==> config.mk <==
export PLATFORM = sky130hd
export DESIGN_NAME = assembly_token_to_code_core
export DESIGN_NICKNAME = d
export VERILOG_FILES = /design/src/sv/atc_pkg.sv /design/src/sv/atc_front.sv /design/src/sv/atc_fifo.sv /design/src/sv/atc_back.sv /design/src/sv/assembly_token_to_code_core.sv
export SDC_FILE = /design/constraint.sdc
export NUM_CORES = 1
export LEC_CHECK = 0
export BUFFER_PORTS_ARGS = -buffer_cell sky130_fd_sc_hd__buf_4
export CAP_MARGIN = 20
export CORE_MARGIN = 1.5
export CORE_UTILIZATION = 35
export DETAILED_ROUTE_END_ITERATION = 8
export HOLD_SLACK_MARGIN = 0.06
export PLACE_DENSITY = 0.49
export SLEW_MARGIN = 25
export SYNTH_ARGS = -nofsm -noshare
export SYNTH_HDL_FRONTEND = slang
export SYNTH_HIERARCHICAL = 1
export SYNTH_SLANG_ARGS = --single-unit
==> constraint.sdc <==
create_clock -name clk -period 8 [get_ports clk]
set_clock_uncertainty 0.1 [all_clocks]
set_input_delay 1.2 -clock clk [delete_from_list [all_inputs] [get_ports clk]]
set_output_delay 1.2 -clock clk [all_outputs]
set_load 0.03 [all_outputs]
==> src/sv/atc_pkg.sv <==
package atc_pkg;

  typedef struct packed {
    logic [7:0] text_char;
    logic       end_of_text;
  } atc_in_t;

  typedef struct packed {
    logic signed [31:0] code_value;
    logic [1:0]         status;
  } atc_out_t;

  // Literal classification flags that travel with each finished token.
  typedef struct packed {
    logic overflow;
    logic numeric;
    logic negative;
    logic digit_seen;
  } atc_tok_flags_t;

  localparam logic [1:0] ST_OK      = 2'd0;
  localparam logic [1:0] ST_UNKNOWN = 2'd1;
  localparam logic [1:0] ST_RANGE   = 2'd2;

  localparam logic [7:0] CH_SPACE   = 8'h20;
  localparam logic [7:0] CH_NEWLINE = 8'h0A;
  localparam logic [7:0] CH_PLUS    = 8'h2B;
  localparam logic [7:0] CH_MINUS   = 8'h2D;
  localparam logic [7:0] CH_ZERO    = 8'h30;
  localparam logic [7:0] CH_NINE    = 8'h39;

  localparam int NUM_MNEM = 27;

  // Mnemonics packed big-endian, right justified, in opcode order.
  localparam logic [63:0] MNEM_TEXT [NUM_MNEM] = '{
    64'("ADD"),   64'("SUB"),   64'("MUL"),    64'("DEC"),   64'("INC"),
    64'("ILT"),   64'("IEQ"),   64'("JMP"),    64'("JMPT"),  64'("JMPF"),
    64'("PUSH"),  64'("AND"),   64'("OR"),     64'("XOR"),   64'("NOT"),
    64'("LOAD"),  64'("GLOAD"), 64'("STORE"),  64'("GSTORE"), 64'("PRINT"),
    64'("POP"),   64'("CALL"),  64'("RET"),    64'("NOP"),   64'("DROP"),
    64'("SWAP"),  64'("EXIT")
  };

  localparam int MNEM_LEN [NUM_MNEM] = '{
    3, 3, 3, 3, 3, 3, 3, 3, 4, 4, 4, 3, 2, 3, 3, 4, 5, 5, 6, 5,
    3, 4, 3, 3, 4, 4, 4
  };

endpackage

==> src/sv/atc_front.sv <==
module atc_front #(
  parameter int MNEMONIC_CHARS = 6,
  parameter int VALUE_BITS     = 32,
  parameter int CW             = 4
) (
  input  logic                        clk,
  input  logic                        rst_n,
  input  logic                        in_valid,
  output logic                        in_ready,
  input  atc_pkg::atc_in_t            in_data,
  input  logic                        q_full,
  output logic                        q_push,
  output logic [8*MNEMONIC_CHARS-1:0] tok_head,
  output logic [CW-1:0]               tok_count,
  output logic [VALUE_BITS-1:0]       tok_accum,
  output atc_pkg::atc_tok_flags_t     tok_flags
);
  import atc_pkg::*;

  localparam int HW = 8 * MNEMONIC_CHARS;
  localparam int PW = VALUE_BITS + 4;
  localparam logic [PW-1:0] LIMIT = PW'(1) << (VALUE_BITS - 1);

  logic [HW-1:0]         head_r, head_nxt, head_upd;
  logic [CW-1:0]         count_r, count_nxt, count_upd;
  logic [VALUE_BITS-1:0] accum_r, accum_nxt, accum_upd;
  atc_tok_flags_t        flags_r, flags_nxt, flags_upd;

  logic       accept, is_sep, is_digit, first;
  logic [3:0] digit;
  logic [PW-1:0] prod;

  assign in_ready = !q_full;
  assign accept   = in_valid && in_ready;

  assign is_sep   = (in_data.text_char == CH_SPACE) || (in_data.text_char == CH_NEWLINE);
  assign is_digit = (in_data.text_char >= CH_ZERO) && (in_data.text_char <= CH_NINE);
  assign digit    = in_data.text_char[3:0];
  assign first    = (count_r == '0);
  assign prod     = PW'({accum_r, 3'b000}) + PW'({accum_r, 1'b0}) + PW'(digit);

  always_comb begin
    head_upd  = head_r;
    count_upd = count_r;
    accum_upd = accum_r;
    flags_upd = flags_r;
    if (count_r < CW'(MNEMONIC_CHARS)) begin
      head_upd = {head_r[HW-9:0], in_data.text_char};
    end
    if (count_r <= CW'(MNEMONIC_CHARS)) begin
      count_upd = count_r + CW'(1);
    end
    if (flags_r.numeric) begin
      if (is_digit) begin
        flags_upd.digit_seen = 1'b1;
        if (!flags_r.overflow) begin
          // accum*10 + d beyond the magnitude limit marks the literal as out of range.
          if (prod > LIMIT) begin
            flags_upd.overflow = 1'b1;
          end else begin
            accum_upd = prod[VALUE_BITS-1:0];
          end
        end
      end else if (first && (in_data.text_char == CH_PLUS ||
                             in_data.text_char == CH_MINUS)) begin
        flags_upd.negative = (in_data.text_char == CH_MINUS);
      end else begin
        flags_upd.numeric = 1'b0;
      end
    end
  end

  // A separator closes the token held so far; end of text on any other
  // byte closes the token including that byte.
  always_comb begin
    q_push    = accept && ((is_sep && !first) || (!is_sep && in_data.end_of_text));
    tok_head  = is_sep ? head_r  : head_upd;
    tok_count = is_sep ? count_r : count_upd;
    tok_accum = is_sep ? accum_r : accum_upd;
    tok_flags = is_sep ? flags_r : flags_upd;
  end

  always_comb begin
    head_nxt  = head_r;
    count_nxt = count_r;
    accum_nxt = accum_r;
    flags_nxt = flags_r;
    if (accept) begin
      if (is_sep || in_data.end_of_text) begin
        head_nxt  = '0;
        count_nxt = '0;
        accum_nxt = '0;
        flags_nxt = '{overflow: 1'b0, numeric: 1'b1, negative: 1'b0, digit_seen: 1'b0};
      end else begin
        head_nxt  = head_upd;
        count_nxt = count_upd;
        accum_nxt = accum_upd;
        flags_nxt = flags_upd;
      end
    end
  end

  always_ff @(posedge clk) begin
    if (!rst_n) begin
      head_r  <= '0;
      count_r <= '0;
      accum_r <= '0;
      flags_r <= '{overflow: 1'b0, numeric: 1'b1, negative: 1'b0, digit_seen: 1'b0};
    end else begin
      head_r  <= head_nxt;
      count_r <= count_nxt;
      accum_r <= accum_nxt;
      flags_r <= flags_nxt;
    end
  end

endmodule

==> src/sv/atc_fifo.sv <==
module atc_fifo #(
  parameter int WIDTH = 64,
  parameter int DEPTH = 2
) (
  input  logic             clk,
  input  logic             rst_n,
  input  logic             push,
  input  logic [WIDTH-1:0] push_data,
  output logic             full,
  input  logic             pop,
  output logic             rd_valid,
  output logic [WIDTH-1:0] rd_data
);

  localparam int PTRW = (DEPTH > 1) ? $clog2(DEPTH) : 1;
  localparam int CNTW = $clog2(DEPTH + 1);

  logic [WIDTH-1:0] mem_r [DEPTH];
  logic [PTRW-1:0]  wr_ptr_r, wr_ptr_nxt, rd_ptr_r, rd_ptr_nxt;
  logic [CNTW-1:0]  count_r, count_nxt;

  assign full     = (count_r == CNTW'(DEPTH));
  assign rd_valid = (count_r != '0);
  assign rd_data  = mem_r[rd_ptr_r];

  always_comb begin
    wr_ptr_nxt = wr_ptr_r;
    rd_ptr_nxt = rd_ptr_r;
    count_nxt  = count_r;
    if (push) begin
      wr_ptr_nxt = (wr_ptr_r == PTRW'(DEPTH - 1)) ? '0 : wr_ptr_r + PTRW'(1);
    end
    if (pop) begin
      rd_ptr_nxt = (rd_ptr_r == PTRW'(DEPTH - 1)) ? '0 : rd_ptr_r + PTRW'(1);
    end
    if (push && !pop) begin
      count_nxt = count_r + CNTW'(1);
    end else if (pop && !push) begin
      count_nxt = count_r - CNTW'(1);
    end
  end

  always_ff @(posedge clk) begin
    if (push) begin
      mem_r[wr_ptr_r] <= push_data;
    end
  end

  always_ff @(posedge clk) begin
    if (!rst_n) begin
      wr_ptr_r <= '0;
      rd_ptr_r <= '0;
      count_r  <= '0;
    end else begin
      wr_ptr_r <= wr_ptr_nxt;
      rd_ptr_r <= rd_ptr_nxt;
      count_r  <= count_nxt;
    end
  end

endmodule

==> src/sv/atc_back.sv <==
module atc_back #(
  parameter int MNEMONIC_CHARS = 6,
  parameter int VALUE_BITS     = 32,
  parameter int CW             = 4
) (
  input  logic                        clk,
  input  logic                        rst_n,
  input  logic                        tok_valid,
  output logic                        tok_pop,
  input  logic [8*MNEMONIC_CHARS-1:0] tok_head,
  input  logic [CW-1:0]               tok_count,
  input  logic [VALUE_BITS-1:0]       tok_accum,
  input  atc_pkg::atc_tok_flags_t     tok_flags,
  output logic                        out_valid,
  input  logic                        out_ready,
  output atc_pkg::atc_out_t           out_data
);
  import atc_pkg::*;

  localparam int NW = (VALUE_BITS > 32) ? VALUE_BITS : 32;
  localparam logic [VALUE_BITS-1:0] LIMIT = VALUE_BITS'(1) << (VALUE_BITS - 1);

  logic     out_valid_r, out_valid_nxt;
  atc_out_t out_data_r, out_data_nxt;
  atc_out_t result;

  logic          over, found;
  logic [NW-1:0] mag;
  logic [31:0]   op_code;

  assign tok_pop = tok_valid && (!out_valid_r || out_ready);

  always_comb begin
    found   = 1'b0;
    op_code = '0;
    for (int k = 0; k < NUM_MNEM; k++) begin
      if (64'(tok_head) == MNEM_TEXT[k] && tok_count == CW'(MNEM_LEN[k])) begin
        found   = 1'b1;
        op_code = op_code | 32'(k);
      end
    end
  end

  always_comb begin
    over = tok_flags.overflow || (!tok_flags.negative && tok_accum == LIMIT);
    mag  = tok_flags.negative ? NW'(0) - NW'(tok_accum) : NW'(tok_accum);
    if (tok_flags.numeric && tok_flags.digit_seen) begin
      if (over) begin
        result.code_value = '0;
        result.status     = ST_RANGE;
      end else begin
        result.code_value = mag[31:0];
        result.status     = ST_OK;
      end
    end else if (tok_count > CW'(MNEMONIC_CHARS) || !found) begin
      result.code_value = '0;
      result.status     = ST_UNKNOWN;
    end else begin
      result.code_value = op_code;
      result.status     = ST_OK;
    end
  end

  always_comb begin
    out_valid_nxt = out_valid_r;
    out_data_nxt  = out_data_r;
    if (tok_pop) begin
      out_valid_nxt = 1'b1;
      out_data_nxt  = result;
    end else if (out_ready) begin
      out_valid_nxt = 1'b0;
    end
  end

  always_ff @(posedge clk) begin
    out_data_r <= out_data_nxt;
  end

  always_ff @(posedge clk) begin
    if (!rst_n) begin
      out_valid_r <= 1'b0;
    end else begin
      out_valid_r <= out_valid_nxt;
    end
  end

  assign out_valid = out_valid_r;
  assign out_data  = out_data_r;

endmodule

==> src/sv/assembly_token_to_code_core.sv <==
// Channel | Direction | Payload                          | Handshake
// in_     | input     | atc_in_t  (text_char, end_of_text) | in_valid / in_ready
// out_    | output    | atc_out_t (code_value, status)     | out_valid / out_ready
//
// One character is taken per cycle while in_ready is high; a token's code reaches
// out_ by way of the queue write and then the coder register.
// Reset (rst_n low, synchronous) clears the token state, the queue and out_valid.
// A two-entry queue separates the character front from the mnemonic coder, so
// in_ready drops only when that queue is full, which only an output stall brings about.
module assembly_token_to_code_core #(
  parameter int MNEMONIC_CHARS = 6,
  parameter int VALUE_BITS     = 32
) (
  input  logic               clk,
  input  logic               rst_n,
  input  logic               in_valid,
  output logic               in_ready,
  input  atc_pkg::atc_in_t   in_data,
  output logic               out_valid,
  input  logic               out_ready,
  output atc_pkg::atc_out_t  out_data
);
  import atc_pkg::*;

  localparam int HW = 8 * MNEMONIC_CHARS;
  localparam int CW = $clog2(MNEMONIC_CHARS + 2);
  localparam int FW = $bits(atc_tok_flags_t);
  localparam int QW = HW + CW + VALUE_BITS + FW;

  logic                  q_full, q_push, q_pop, q_valid;
  logic [HW-1:0]         f_head, b_head;
  logic [CW-1:0]         f_count, b_count;
  logic [VALUE_BITS-1:0] f_accum, b_accum;
  atc_tok_flags_t        f_flags, b_flags;
  logic [QW-1:0]         q_rd_data;

  atc_front #(
    .MNEMONIC_CHARS(MNEMONIC_CHARS),
    .VALUE_BITS    (VALUE_BITS),
    .CW            (CW)
  ) u_front (
    .clk      (clk),
    .rst_n    (rst_n),
    .in_valid (in_valid),
    .in_ready (in_ready),
    .in_data  (in_data),
    .q_full   (q_full),
    .q_push   (q_push),
    .tok_head (f_head),
    .tok_count(f_count),
    .tok_accum(f_accum),
    .tok_flags(f_flags)
  );

  atc_fifo #(
    .WIDTH(QW),
    .DEPTH(2)
  ) u_fifo (
    .clk      (clk),
    .rst_n    (rst_n),
    .push     (q_push),
    .push_data({f_head, f_count, f_accum, f_flags}),
    .full     (q_full),
    .pop      (q_pop),
    .rd_valid (q_valid),
    .rd_data  (q_rd_data)
  );

  assign {b_head, b_count, b_accum, b_flags} = q_rd_data;

  atc_back #(
    .MNEMONIC_CHARS(MNEMONIC_CHARS),
    .VALUE_BITS    (VALUE_BITS),
    .CW            (CW)
  ) u_back (
    .clk      (clk),
    .rst_n    (rst_n),
    .tok_valid(q_valid),
    .tok_pop  (q_pop),
    .tok_head (b_head),
    .tok_count(b_count),
    .tok_accum(b_accum),
    .tok_flags(b_flags),
    .out_valid(out_valid),
    .out_ready(out_ready),
    .out_data (out_data)
  );

endmodule

# Word-level counts from Yosys, hierarchy flattened
# Memory sizes are Yosys's and may differ from the RTL's. A register that Yosys moved wholly into a read port is not among the register bits.
# Index checks and enable logic that the tools add are counted.
[classes] n_reduce_logical=57 n_mux=115 eq_ne=38 n_lt_le_gt_ge=6 n_addsub=8
[ops] op="$eq A48 B23 Y1 const B" count=14
[ops] op="$mux W32" count=14
[ops] op="$eq A48 B31 Y1 const B" count=8
[ops] op="$mux W48" count=4
[ops] op="$mux W34" count=5
[ops] op="$eq A48 B39 Y1 const B" count=3
[ops] op="$mux W5" count=11
[ops] op="$mux W1" count=54
[ops] op="$eq A48 B15 Y1 const B" count=1
[ops] op="$eq A48 B47 Y1 const B" count=1
[ops] op="$mux W4" count=12
[ops] op="$logic_and A1 B1 Y1" count=38
[ops] op="$add A35 B33 Y36" count=1
[ops] op="$add A36 B4 Y36" count=1
[ops] op="$gt A36 B32 Y1 const B" count=1
[ops] op="$eq A32 B32 Y1 const B" count=1
[ops] op="$sub A1 B32 Y32 const A" count=1
[ops] op="$eq A8 B6 Y1 const B" count=3
[ops] op="$mux W3" count=8
[ops] op="$mux W2" count=7
[ops] op="$eq A3 B3 Y1 const B" count=3
[ops] op="$eq A8 B4 Y1 const B" count=1
[ops] op="$ge A8 B6 Y1 const B" count=1
[ops] op="$le A8 B6 Y1 const B" count=1
[ops] op="other kinds (13)" count=30
[totals] ff_bits=126 n_memories=1 ram_bits=174 word_cells=238 out_inout_bits=36
[memory_table] memory="u_fifo.mem_r" words=2 word_bits=87 read_ports=1 rd_ports_with_merged_regs=1 write_ports=1 line_no="atc_fifo.sv:18" source="logic [WIDTH-1:0] mem_r [DEPTH];"

# Longest topological paths before layout
# Gate-level depths: netlist (run 1).
[logic_depth] ltp_word=34 depth_mapped=15 ltp_nobuf=14

# Cells and area by module
# The synthesis (run 1) kept the hierarchy.
[by_module_without_submodules] mod="atc_front" cells_each=878 area_each_um2=7340.8 instances=1
[by_module_without_submodules] mod="atc_fifo" cells_each=293 area_each_um2=6617.6 instances=1
[by_module_without_submodules] mod="atc_back" cells_each=398 area_each_um2=3334.4 instances=1

# Worst setup path after synthesis (run 1)
# No wires, ideal clock.
[synth_path] kind="input -> register" from="input in_data[2] (netlist name)" to="memory u_fifo/mem_r[0][0] (netlist name), enable pin" t_arrival_ns=6.586 path_stages=9 path_slack_ns=0.770 required_ns=7.356 path_cell_list="clkbuf_1 -> nand2_1 -> nor2_1 -> o21ai_0 -> nor2_1 -> nor2_1 -> clkbuf_1 -> a211oi_1 -> nor2b_1"
[synth_via] elab_chain_cells=8 word_cells_on_any_way=10
[synth_rtl] item="from (decl)" line_no="assembly_token_to_code_core.sv:18" source="input atc_pkg::atc_in_t in_data,"
[synth_rtl] item="$eq A8 B6 Y1 or $eq A8 B4 Y1 (tied branches)" line_no="atc_front.sv:36" source="assign is_sep = (in_data.text_char == CH_SPACE) || (in_data.text_char == CH_NEWLINE);"
[synth_rtl] item="$logic_or A1 B1 Y1 (*)" line_no="atc_front.sv:36"
[synth_rtl] item="$logic_not A1 Y1" line_no="atc_front.sv:76" source="q_push = accept && ((is_sep && !first) || (!is_sep && in_data.end_of_text));"
[synth_rtl] item="$logic_and A1 B1 Y1" line_no="atc_front.sv:76"
[synth_rtl] item="$logic_or A1 B1 Y1 (*)" line_no="atc_front.sv:76"
[synth_rtl] item="$logic_and A1 B1 Y1 (*)" line_no="atc_front.sv:76"
[synth_rtl] item="named net q_push" line_no="assembly_token_to_code_core.sv:30" source="logic q_full, q_push, q_pop, q_valid;"
[synth_rtl] item="$mux W1 (*)" line_no="atc_fifo.sv:44" source="if (push) begin"
[synth_rtl] item="$mux W1 (not written as such) (*)" line_no="atc_fifo.sv:45" source="mem_r[wr_ptr_r] <= push_data;"
[synth_rtl] item="to (decl)" line_no="atc_fifo.sv:18"
# Mark *: on every way through the listed nets, which the timed path passes. The rest lies on a longest branch.

# Final worst setup path (run 1)
[layout_path] from="input in_data[4] (netlist name)" to="memory u_fifo/mem_r[0][18] (netlist name) (data pin)"
[layout_via] elab_chain_cells=13 word_cells_on_any_way=19
[layout_rtl] item="$add A36 B4 Y36" line_no="atc_front.sv:40" source="assign prod = PW'({accum_r, 3'b000}) + PW'({accum_r, 1'b0}) + PW'(digit);"
[layout_rtl] item="$gt A36 B32 Y1" line_no="atc_front.sv:58" source="if (prod > LIMIT) begin"
[layout_rtl] item="$mux W32" line_no="atc_front.sv:58"
[layout_rtl] item="$mux W32" line_no="atc_front.sv:56" source="if (!flags_r.overflow) begin"
[layout_rtl] item="$mux W32" line_no="atc_front.sv:54" source="if (is_digit) begin"
[layout_rtl] item="$mux W32" line_no="atc_front.sv:53" source="if (flags_r.numeric) begin"
[layout_rtl] item="$mux W32" line_no="atc_front.sv:56"
[layout_rtl] item="$mux W32" line_no="atc_front.sv:54"
[layout_rtl] item="$mux W32" line_no="atc_front.sv:53"
[layout_rtl] item="$mux W32" line_no="atc_front.sv:54"
[layout_rtl] item="$mux W32 (2 in a row)" line_no="atc_front.sv:53"
[layout_rtl] item="$mux W32 (*)" line_no="atc_front.sv:79" source="tok_accum = is_sep ? accum_r : accum_upd;"
[layout_rtl] item="named net f_accum[14]" line_no="assembly_token_to_code_core.sv:33" source="logic [VALUE_BITS-1:0] f_accum, b_accum;"
# Mark *: on every way through the listed nets, which the timed path passes. The rest lies on a longest branch. The select of a mux whose other input is x is not followed.

==> metrics.txt, run 1 <==
biggest area contributors in the synthesized netlist=sky130_fd_sc_hd__edfxtp_1 36%, sky130_fd_sc_hd__dfxtp_1 11%, sky130_fd_sc_hd__mux2_2 6.9%, sky130_fd_sc_hd__ha_1 4.9%, sky130_fd_sc_hd__mux2_4 2.6%; Worst Path Max Fanout=42; remaining design rule violation count=0; later-pin clock latency in the skew report=550 ps; core area=48850 um2; synth warn=6; placed instance count=2209; routed vias/inst=5.635; Power per Cell Area=244.8 nW/um2; Slew Limit Headroom=0.3066; Post-CTS Hold Buffers=0; number of storage elements in the synthesis netlist=301; run status=complete, no violations; area of the die=50750 um2; via count of the first global-routing pass=12260; first-pass GRT wire length=75330 um; Post-CTS Setup Inserts=0; Comb power frac=0.248; maximum clock rate=181.1 MHz; root buffer selected by CTS=sky130_fd_sc_hd__clkbuf_16; largest vdd supply drop=0.1838 mV; final critical delay including setup and external delays=5521 ps; most used flip-flop cell after synthesis=sky130_fd_sc_hd__edfxtp_1; CTS H-tree depth=2; total number of placement rows=81; final max-slew violation count=0; synthesized cell area=17290 um2; top-level I/O count=49; highest layer used for signal routing=met4; initial antenna violation count=1; overall die height=225.3 um; Seq/Total Area, Yosys=0.4689; Final Hold Violating Endpoints=0; leakage component of the power=0.006939 uW; worst hold margin=363.6 ps; Routed wire per std cell=21.44 um; Final Net Count=1667; Final Routed Wirelength=48800 um; Max Cap Viol=0; effective utilization at floorplan=0.3540; layout cell share with drive strength beyond 1=0.1856; unique cell type count in the Yosys netlist=87; FF+latch area=8112 um2; area delta synth->final=12.79%; RD Place Congestion=0.8629; mean cell area of the mapped netlist=11.02 um2; largest net degree at the start of global routing=72; net switching fraction of the power=0.3113; post-route fraction of the period consumed by the critical path=0.6901; router iterations before antenna repair=6; Final setup viols=0; startpoint class of the critical path=input pin; sum of negative setup slack=0 ps; Internal Power=3289 uW; worst path arrival time=5700 ps; Psw=1487 uW; TritonCTS clock tree=done; Syn Inst Count=1569; path class of the lowest-slack min-delay path=reg2reg; cell types with the highest counts after synthesis=208 x sky130_fd_sc_hd__edfxtp_1, 120 x sky130_fd_sc_hd__nand2_1, 106 x sky130_fd_sc_hd__mux2_2; sum of met3 wire segment lengths after detailed routing=2632 um; clock network fraction of total power=0.348; number of flops mapped to enable cells by yosys=208; class of the most critical setup path=in2reg; WL met1=25000 um; syn_nets=1652; number of buffers on the longest clock path=3; global-route usage over all layers=0.1927; post-route design area=19510 um2; sinks on the clock net=301; final core utilization=0.3993; die span in x=225.3 um; number of input and output port buffers inserted=48; share of async-settable or async-resettable flops after synthesis=0; vias after detailed routing=12830; wire length on met2=20370 um; half-perimeter wire length of the detailed placement result=34240 um; total of fill cells in the finished design=4736; number of cells upsized or downsized after cts=0; number of DRC markers after the initial detailed-route iteration=1064; Worst Max-Slew Pin Slew=1031 ps; data required time of the critical path=8180 ps; register clock-pin slew on the reported worst setup and hold paths=50 ps; placed instance area=18280 um2; cell taking the most area after synthesis=sky130_fd_sc_hd__edfxtp_1; total CTS buffers=36; portion of synthesized cell area occupied by the leading cell type=0.3612; type of destination of the critical path=flip-flop; filler-free cell count of the finished design=2276; unrepaired setup endpoints after global routing=false; relative contribution of sequential cells to total power=0.404; leftover overflow at the end of global routing=0; Antenna Violating Nets Remaining=0; most common cell in the netlist=sky130_fd_sc_hd__edfxtp_1; Multi-input gate area=8698 um2
==> cell type report <==
cell class,count,share of cell area
Timing Repair Buffer,71,0.02861
Clock inverter,15,0.008532
Multi-Input combinational cell,1147,0.4460
Sequential cell,301,0.4159
Clock buffer,50,0.05311
Tap cell,664,0.04259
Antenna cell,1,0.0001283
Inverter,27,0.005196
==> logic make-up after synthesis <==
family / Yosys count / share of synthesized area
and+or+nand+nor: 531 / 0.1702
xor gates and xnor gates: 57 / 0.02887
AOI/OAI and AO/OA: 322 / 0.1335
DFF: 301 / 0.4689
buffers and inverters: 121 / 0.03234
adders and majority gates: 70 / 0.05152
muxes: 167 / 0.1148
==> layer usage <==
layer	vias to the layer above	global-route usage
met4	0	0.04546
met3	60	0.02868
met1	6346	0.3021
met2	335	0.2738
li1	6084	-
met5	-	0
==> flip-flops by register name, indices dropped and copies added, names as in the netlist, named ones only <==
signal,count
u_back/out_data,34
u_fifo/mem_r,174
u_front/count_r,3
u_back/out_valid,1
u_fifo/rd_ptr_r,1
u_front/head_r,48
u_fifo/count_r,2
u_front/accum_r,32
u_front/flags_r,4
u_fifo/wr_ptr_r,1
==> path summary, 6_finish.rpt <==
kind	slack, ps	from	cells after the start	to
worst max-delay path	2480	in_data[4]	15	u_fifo/mem_r[0][18]
worst min-delay path	360	u_front/flags_r[1]	2	u_front/flags_r[1]
worst max register to register	2850	u_front/accum_r[2]	13	u_fifo/mem_r[0][18]
worst min register to register	360	u_front/flags_r[1]	2	u_front/flags_r[1]
==> critical path, stage by stage <==
cell and delay (ps):
sky130_fd_sc_hd__buf_4 150, sky130_fd_sc_hd__fa_1 550, sky130_fd_sc_hd__inv_1 60, sky130_fd_sc_hd__fa_1 440, sky130_fd_sc_hd__nand2b_1 180, sky130_fd_sc_hd__a21oi_1 330, sky130_fd_sc_hd__nor2_1 170, sky130_fd_sc_hd__xnor2_1 190
sky130_fd_sc_hd__or4b_1 540, sky130_fd_sc_hd__nor4_1 320, sky130_fd_sc_hd__and4b_1 280, sky130_fd_sc_hd__a31oi_4 130, sky130_fd_sc_hd__nor2_8 410, sky130_fd_sc_hd__buf_12 290, sky130_fd_sc_hd__mux2_1 390
==> placed cells by master (no fill, tap or decap), types with 10 or more instances in the layout <==
| cell | Yosys | final |
|---|---|---|
| sky130_fd_sc_hd__xor2_1 | 35 | 35 |
| sky130_fd_sc_hd__mux2_1 | 24 | 24 |
| sky130_fd_sc_hd__ha_1 | 68 | 68 |
| sky130_fd_sc_hd__buf_4 | 3 | 69 |
| sky130_fd_sc_hd__a21oi_1 | 47 | 47 |
| sky130_fd_sc_hd__dfxtp_1 | 93 | 92 |
| sky130_fd_sc_hd__nand3_1 | 49 | 49 |
| sky130_fd_sc_hd__nor3_1 | 23 | 23 |
| sky130_fd_sc_hd__inv_1 | 27 | 27 |
| sky130_fd_sc_hd__xnor2_1 | 22 | 22 |
| sky130_fd_sc_hd__edfxtp_1 | 208 | 208 |
| sky130_fd_sc_hd__nand2_1 | 120 | 120 |
| sky130_fd_sc_hd__mux2_2 | 106 | 106 |
| sky130_fd_sc_hd__nor4b_1 | 11 | 10 |
| sky130_fd_sc_hd__mux2_4 | 30 | 30 |
| sky130_fd_sc_hd__nor2b_1 | 65 | 62 |
| sky130_fd_sc_hd__o21ai_0 | 50 | 48 |
| sky130_fd_sc_hd__clkbuf_16 | 0 | 38 |
| sky130_fd_sc_hd__o31ai_1 | 41 | 41 |
| sky130_fd_sc_hd__or4_1 | 11 | 11 |
| sky130_fd_sc_hd__a22oi_1 | 54 | 54 |
| sky130_fd_sc_hd__o211ai_1 | 11 | 11 |
| sky130_fd_sc_hd__and2_1 | 12 | 11 |
| sky130_fd_sc_hd__o32a_1 | 22 | 22 |
| sky130_fd_sc_hd__a21o_1 | 13 | 13 |
| sky130_fd_sc_hd__nor2_1 | 84 | 83 |
| sky130_fd_sc_hd__nor4_1 | 35 | 35 |
| sky130_fd_sc_hd__nand4_1 | 40 | 40 |
==> through the flow <==
stage	setup slack, ps	total power [uW]
3_3_place_gp	1952	3148
6_report	2479	4775
5_1_grt	2221	4989
2_1_floorplan	770.3	2773
4_1_cts	2472	4832
3_5_place_dp	1875	3147
==> power groups by stage <==
| stage | clock network, uW | registers (uW) | logic [uW] |
|---|---|---|---|
| 2_1_floorplan | 0 | 2100 | 669 |
| 3_3_place_gp | 0 | 1960 | 1180 |
| 3_5_place_dp | 0 | 1970 | 1180 |
| 4_1_cts | 1710 | 1930 | 1180 |
| 5_1_grt | 1770 | 1950 | 1270 |
| 6_report | 1660 | 1930 | 1180 |
(Power assumes the default switching activity.)
==> run 2: changes to the inputs <==
- ABC_AREA: not set -> 1
- clock period: 8 -> 5.4 ns (I/O delays scaled with it)
==> metrics.txt, run 2 <==
data required time of the critical path=5680 ps (was 8180 ps); endpoint of the worst-slack reg-to-reg timing path=u_front/accum_r[5] (was u_fifo/mem_r[0][18]); register clock-pin slew on the reported worst setup and hold paths=50 ps (about the same); final core utilization=0.3969 (was 0.3993); run status=complete, no violations (unchanged); core area=52870 um2 (was 48850 um2); Worst Max-Slew Pin Slew=946.5 ps (was 1031 ps); Critical R2R Launch=u_front/accum_r[0] (was u_front/accum_r[2]); area of the die=55130 um2 (was 50750 um2); class of the most critical setup path=in2reg (unchanged); Routed wire per std cell=16.77 um (was 21.44 um); unrepaired setup endpoints after global routing=false (unchanged); TritonCTS clock tree=done (unchanged); sum of negative setup slack=0 ps (unchanged); Post-CTS Hold Buffers=0 (unchanged); first-pass GRT wire length=83800 um (was 75330 um); Worst Path Max Fanout=31 (was 42); Power per Cell Area=350.8 nW/um2 (was 244.8 nW/um2); reg-to-reg setup timing slack=1460 ps (was 2850 ps); area delta synth->final=11.58% (was 12.79%); router iterations before antenna repair=5 (was 6); root buffer selected by CTS=sky130_fd_sc_hd__clkbuf_16 (unchanged); biggest area contributors in the synthesized netlist=sky130_fd_sc_hd__edfxtp_1 33%, sky130_fd_sc_hd__nand2_1 15%, sky130_fd_sc_hd__dfxtp_1 9.9%, sky130_fd_sc_hd__inv_1 6.2%, sky130_fd_sc_hd__nor2_1 5.4% (was sky130_fd_sc_hd__edfxtp_1 36%, sky130_fd_sc_hd__dfxtp_1 11%, sky130_fd_sc_hd__mux2_2 6.9%, sky130_fd_sc_hd__ha_1 4.9%, sky130_fd_sc_hd__mux2_4 2.6%); routed vias/inst=4.938 (was 5.635); Seq/Total Area, Yosys=0.4311 (was 0.4689); synth warn=6 (unchanged); Hold Startpoint=u_front/head_r[45] (was u_front/flags_r[1]); number of flops mapped to enable cells by yosys=208 (unchanged); Antenna Violating Nets Remaining=0 (unchanged); vias after detailed routing=15750 (was 12830); layout cell share with drive strength beyond 1=0.1092 (was 0.1856); via count of the first global-routing pass=14830 (was 12260); most common cell after layout, fill and taps aside=sky130_fd_sc_hd__nand2_1 (was sky130_fd_sc_hd__edfxtp_1); final max-slew violation count=0 (unchanged); worst hold path cell count=2 (unchanged); synthesized cell area=18810 um2 (was 17290 um2); sinks on the clock net=301 (unchanged); total power=7361 uW (was 4775 uW); CTS H-tree depth=2 (unchanged); initial antenna violation count=1 (unchanged); Largest register FFs=174 (unchanged); portion of synthesized cell area occupied by the leading cell type=0.3321 (was 0.3612); Slew Limit Headroom=0.3668 (was 0.3066); cell types with the highest counts after synthesis=770 x sky130_fd_sc_hd__nand2_1, 309 x sky130_fd_sc_hd__inv_1, 272 x sky130_fd_sc_hd__nor2_1 (was 208 x sky130_fd_sc_hd__edfxtp_1, 120 x sky130_fd_sc_hd__nand2_1, 106 x sky130_fd_sc_hd__mux2_2); most used flip-flop cell after synthesis=sky130_fd_sc_hd__edfxtp_1 (unchanged); number of cells upsized or downsized after cts=0 (unchanged); total inserted antenna cells=0 (was 1); syn_nets=2533 (was 1652); Final setup viols=0 (unchanged); number of input and output port buffers inserted=48 (unchanged); Worst Reg-to-Reg Cells=20 (was 13); type of destination of the critical path=flip-flop (unchanged); Final Hold Violating Endpoints=0 (unchanged); final critical delay including setup and external delays=3956 ps; total CTS buffers=37 (was 36); Final Net Count=2556 (was 1667); overall die height=234.8 um (was 225.3 um); Final Routed Wirelength=53480 um (was 48800 um); cell taking the most area after synthesis=sky130_fd_sc_hd__edfxtp_1 (unchanged); die span in x=234.8 um (was 225.3 um); number of DRC markers after the initial detailed-route iteration=1203 (was 1064); largest net degree at the start of global routing=88 (was 72); mean cell area of the mapped netlist=7.676 um2 (was 11.02 um2); worst path arrival time=4230 ps (was 5700 ps); number of storage elements in the synthesis netlist=301 (unchanged); Hold EP=u_front/head_r[45] (was u_front/flags_r[1]); number of buffers on the longest clock path=3 (unchanged); unique cell type count in the Yosys netlist=51 (was 87); leftover overflow at the end of global routing=0 (unchanged); path class of the lowest-slack min-delay path=reg2reg (unchanged); Max Cap Viol=0 (unchanged); half-perimeter wire length of the detailed placement result=38820 um (was 34240 um); RD Place Congestion=0.8695 (was 0.8629); remaining design rule violation count=0 (unchanged); later-pin clock latency in the skew report=550 ps (about the same); largest vdd supply drop=0.2275 mV (was 0.1838 mV); maximum clock rate=252.8 MHz; leakage component of the power=0.008688 uW (was 0.006939 uW); global-route usage over all layers=0.1934 (was 0.1927); top-level I/O count=49 (unchanged); share of async-settable or async-resettable flops after synthesis=0 (unchanged); register with the highest flop count=u_fifo/mem_r (unchanged); startpoint class of the critical path=input pin (unchanged); Syn Inst Count=2450 (was 1569); total number of placement rows=84 (was 81); effective utilization at floorplan=0.3557 (was 0.3540); most frequent cells in the layout=768 x sky130_fd_sc_hd__nand2_1, 306 x sky130_fd_sc_hd__inv_1, 270 x sky130_fd_sc_hd__nor2_1 (was 208 x sky130_fd_sc_hd__edfxtp_1, 120 x sky130_fd_sc_hd__nand2_1, 106 x sky130_fd_sc_hd__mux2_2); Post-CTS Setup Inserts=0 (unchanged); post-route fraction of the period consumed by the critical path=0.7326; most common cell in the netlist=sky130_fd_sc_hd__nand2_1 (was sky130_fd_sc_hd__edfxtp_1)
==> run 2: cell families (layout without fill, tap and decap cells) <==
family / count (synthesis) / after routing / share of synthesized area
simple gates: 1302 / 1302 / 0.2898
buf+inv: 398 / 449 / 0.08529
flops: 301 / 301 / 0.4311
compound gates: 256 / 256 / 0.07159
mux: 87 / 87 / 0.05808
fa+ha+maj: 70 / 70 / 0.04737
xor+xnor: 36 / 36 / 0.01677
==> run 2: critical path, cell delays in order <==
cell and delay, ps:
sky130_fd_sc_hd__buf_4 140, sky130_fd_sc_hd__fa_1 570, sky130_fd_sc_hd__inv_1 70, sky130_fd_sc_hd__fa_1 470
sky130_fd_sc_hd__inv_1 110, sky130_fd_sc_hd__nand3_1 90, sky130_fd_sc_hd__nand2_1 130, sky130_fd_sc_hd__nand2_1 60
sky130_fd_sc_hd__nand2_1 120, sky130_fd_sc_hd__xnor2_1 150, sky130_fd_sc_hd__nand2_1 70, sky130_fd_sc_hd__nor2_1 130
sky130_fd_sc_hd__nand3_1 90, sky130_fd_sc_hd__nor2_1 110, sky130_fd_sc_hd__nand2_1 90, sky130_fd_sc_hd__nand2_4 180
sky130_fd_sc_hd__nand3_4 380, sky130_fd_sc_hd__nand2_1 170, sky130_fd_sc_hd__nand2_1 90, sky130_fd_sc_hd__nand2_1 70
sky130_fd_sc_hd__a21oi_1 70
==> run 2: power by group <==
group          leakage (uW)  switching [uW]  internal (uW)  total (uW)
clock              0.000563             983           1410        2390
sequential          0.00273             112           2750        2860
combinational       0.00540            1390            718        2110
==> run 2: final cells by class <==
type                    count  area (um2)
fillers                  5410       31880
multi-input cells        1751        9131
flip-flops and latches    301        8112
inverters                 320        1202
clock buffers              48       997.2
well taps                 688       860.8
repair buffers             62       506.7
clock inverters            19       173.9
==> run 2: metal layers <==
| layer | vias up | GRT usage | part of all wire |
|---|---|---|---|
| met5 | - | 0 | 0.00022 |
| met3 | 64 | 0.03008 | 0.051 |
| li1 | 8004 | - | - |
| met2 | 365 | 0.2868 | 0.41 |
| met4 | 2 | 0.04703 | 0.019 |
| met1 | 7313 | 0.2918 | 0.52 |
==> run 2: per-stage QoR <==
stage	hold slack, ps	instances	worst slack [ps]	area, um2
floorplan	344.8	2450	803.8	18810
global route	384.3	3189	983.4	20980
CTS	363.6	3189	1409	20980
detailed placement	355.6	3122	851.8	19810
finish	362.0	3189	1444	20980
global placement	352.0	3122	915.5	19810
==> run 2: worst max-delay path by stage <==
stage	startpoint	endpoint	slack [ps]	cells after the start
after floorplan	in_data[8]	u_fifo/mem_r[0][0]	800	9
after global placement	in_data[4]	u_front/accum_r[9]	920	21
after detailed placement	in_data[4]	u_front/accum_r[23]	850	21
after CTS	u_front/accum_r[0]	u_front/accum_r[5]	1410	20
after global routing	u_front/accum_r[0]	u_front/accum_r[5]	980	21
final	in_data[4]	u_front/accum_r[5]	1440	21
==> run 3: changes to the inputs <==
- ABC_AREA: 1 -> 0
- PLACE_DENSITY: 0.49 -> 0.51
- clock period: 5.4 -> 3.4 ns (I/O delays scaled with it)
==> metrics.txt, run 3 (synthesis results as in run 1) <==
number of DRC markers after the initial detailed-route iteration=1080 (was 1203); largest net degree at the start of global routing=62 (was 88); first-pass GRT wire length=78440 um (was 83800 um); CTS H-tree depth=1 (was 2); Largest register FFs=174 (unchanged); die span in x=225.3 um (was 234.8 um); vias after detailed routing=13600 (was 15750); Slew Limit Headroom=0.5439 (was 0.3668); most frequent cells in the layout=308 x sky130_fd_sc_hd__buf_4, 208 x sky130_fd_sc_hd__edfxtp_1, 120 x sky130_fd_sc_hd__nand2_1 (was 768 x sky130_fd_sc_hd__nand2_1, 306 x sky130_fd_sc_hd__inv_1, 270 x sky130_fd_sc_hd__nor2_1); initial antenna violation count=0 (was 1); register with the highest flop count=u_fifo/mem_r (unchanged); overall die height=225.3 um (was 234.8 um); sum of negative setup slack=-79770 ps (was 0 ps); post-route fraction of the period consumed by the critical path=1.261; global-route usage over all layers=0.1980 (was 0.1934); worst path arrival time=4500 ps (was 4230 ps); run status=finished with violations (was complete, no violations); Antenna Violating Nets Remaining=0 (unchanged); Final Net Count=1924 (was 2556); Final Routed Wirelength=50970 um (was 53480 um); number of buffers on the longest clock path=3 (unchanged); Max Cap Viol=0 (unchanged); largest vdd supply drop=0.2887 mV (was 0.2275 mV); core area=48850 um2 (was 52870 um2); layout cell share with drive strength beyond 1=0.3373 (was 0.1092); violations in the final reports=setup timing; Post-CTS Hold Buffers=0 (unchanged); sinks on the clock net=301 (unchanged); total CTS buffers=30 (was 37); data required time of the critical path=3610 ps (was 5680 ps); total inserted antenna cells=0 (unchanged); top-level I/O count=49 (unchanged); area of the die=50750 um2 (was 55130 um2); leakage component of the power=0.008342 uW (was 0.008688 uW); path class of the lowest-slack min-delay path=in2reg (was reg2reg); startpoint class of the critical path=flip-flop (was input pin); half-perimeter wire length of the detailed placement result=37510 um (was 38820 um); RD Place Congestion=0.8858 (was 0.8695); register clock-pin slew on the reported worst setup and hold paths=60 ps (was 50 ps); leftover overflow at the end of global routing=0 (unchanged); Routed wire per std cell=20.15 um (was 16.77 um); Worst Path Max Fanout=14 (was 31); Worst Max-Slew Pin Slew=684.1 ps (was 946.5 ps); Final Hold Violating Endpoints=0 (unchanged); via count of the first global-routing pass=13180 (was 14830); class of the most critical setup path=reg2reg (was in2reg); unrepaired setup endpoints after global routing=true (was false); final setup slack of the worst path=-886.2 ps (was 1444 ps); remaining design rule violation count=0 (unchanged); later-pin clock latency in the skew report=580 ps (was 550 ps); number of input and output port buffers inserted=48 (unchanged); area delta synth->final=26.89% (was 11.58%); most common cell after layout, fill and taps aside=sky130_fd_sc_hd__buf_4 (was sky130_fd_sc_hd__nand2_1); routed vias/inst=5.379 (was 4.938); final critical delay including setup and external delays=4286 ps; reg-to-reg setup timing slack=-890 ps (was 1460 ps); total number of placement rows=81 (was 84); type of destination of the critical path=flip-flop (unchanged); final max-slew violation count=0 (unchanged); pre-CTS setup slack=-1290 ps (was 851.8 ps); router iterations before antenna repair=5 (unchanged); maximum clock rate=233.3 MHz; Final setup viols=99 (was 0); TritonCTS clock tree=done (unchanged); effective utilization at floorplan=0.3540 (was 0.3557); Power per Cell Area=500.4 nW/um2 (was 350.8 nW/um2); root buffer selected by CTS=sky130_fd_sc_hd__clkbuf_16 (unchanged)
## run 3: changes by cell type in the layout (fill, tap and decap cells not counted), moves of 32 or more
cell	change
sky130_fd_sc_hd__a21oi_1	-78
sky130_fd_sc_hd__a22oi_1	+54
sky130_fd_sc_hd__buf_4	+250
sky130_fd_sc_hd__inv_1	-280
sky130_fd_sc_hd__mux2_2	+46
sky130_fd_sc_hd__nand2_1	-648
sky130_fd_sc_hd__nand3_1	-54
sky130_fd_sc_hd__nor2_1	-190
sky130_fd_sc_hd__nor2b_1	+61
sky130_fd_sc_hd__o21ai_0	-63
sky130_fd_sc_hd__o31ai_1	+32
## run 3: repair_timing
| item | 4_1_cts | 5_1_grt |
|---|---|---|
| pin swaps | 11 | 23 |
| setup buffers | 8 | 3 |
| endpoints found under the setup margin | 100 | 103 |
| gates resized for setup | 38 | 25 |
| cloned | 3 | 1 |
## run 3: metal layers
metal	wire [um]	share of wire	vias to the layer above	track usage
met5	0	0	-	0
met4	632	0.012	0	0.03680
met3	2558	0.050	46	0.02034
met2	21980	0.43	381	0.3000
met1	25800	0.51	6595	0.3046
li1	-	-	6581	-
## run 3: path summary, 6_finish.rpt
path                                       endpoint          startpoint  cells past startpoint
worst min-delay path              u_front/head_r[4]          in_data[5]                      3
worst min register to register   u_front/flags_r[1]  u_front/flags_r[1]                      2
worst max register to register  u_fifo/mem_r[0][34]  u_front/accum_r[2]                     13
worst max-delay path            u_fifo/mem_r[0][34]  u_front/accum_r[2]                     13
## run 3: metrics by stage
stage          cell area, um2  power (uW)  std cells  hold slack [ps]    util
2_1_floorplan           17510        6526       1569            331.3       -
3_3_place_gp            20460        7555       2458            349.9  0.4189
3_5_place_dp            20460        7572       2458            360.6  0.4189
4_1_cts                 21780       11080       2525            153.1  0.4458
5_1_grt                 21940       11440       2529            177.5  0.4492
6_report                21940       10980       2529            176.0  0.4492
## run 3: area by class of cell
type                            count  area (um2)
Inverter                           27       101.3
Sequential cell                   301        8124
Fill cell                        4642       26910
Timing Repair Buffer              334        2798
Clock inverter                     16       215.2
Clock buffer                       40       828.3
Multi-Input combinational cell   1147        9046
Tap cell                          664       830.8
## run 3: power breakdown
group          switching (uW)  total [uW]  leakage (uW)  internal, uW
Sequential                121        4480       0.00272          4360
Clock                    1410        3490      0.000511          2080
Combinational            1830        3010       0.00511          1180
Total                    3360       11000       0.00834          7620
## run 3: worst max-delay path: stages, from the launching register on
cell	delay [ps]
sky130_fd_sc_hd__dfxtp_2	340
sky130_fd_sc_hd__fa_1	570
sky130_fd_sc_hd__inv_1	60
sky130_fd_sc_hd__fa_2	530
sky130_fd_sc_hd__nand2b_1	90
sky130_fd_sc_hd__nor4_4	290
sky130_fd_sc_hd__o311ai_1	150
sky130_fd_sc_hd__or4b_1	500
sky130_fd_sc_hd__nor4_2	260
sky130_fd_sc_hd__and4b_1	270
sky130_fd_sc_hd__a31oi_4	140
sky130_fd_sc_hd__nor2_8	210
sky130_fd_sc_hd__buf_12	190
sky130_fd_sc_hd__mux2_4	320
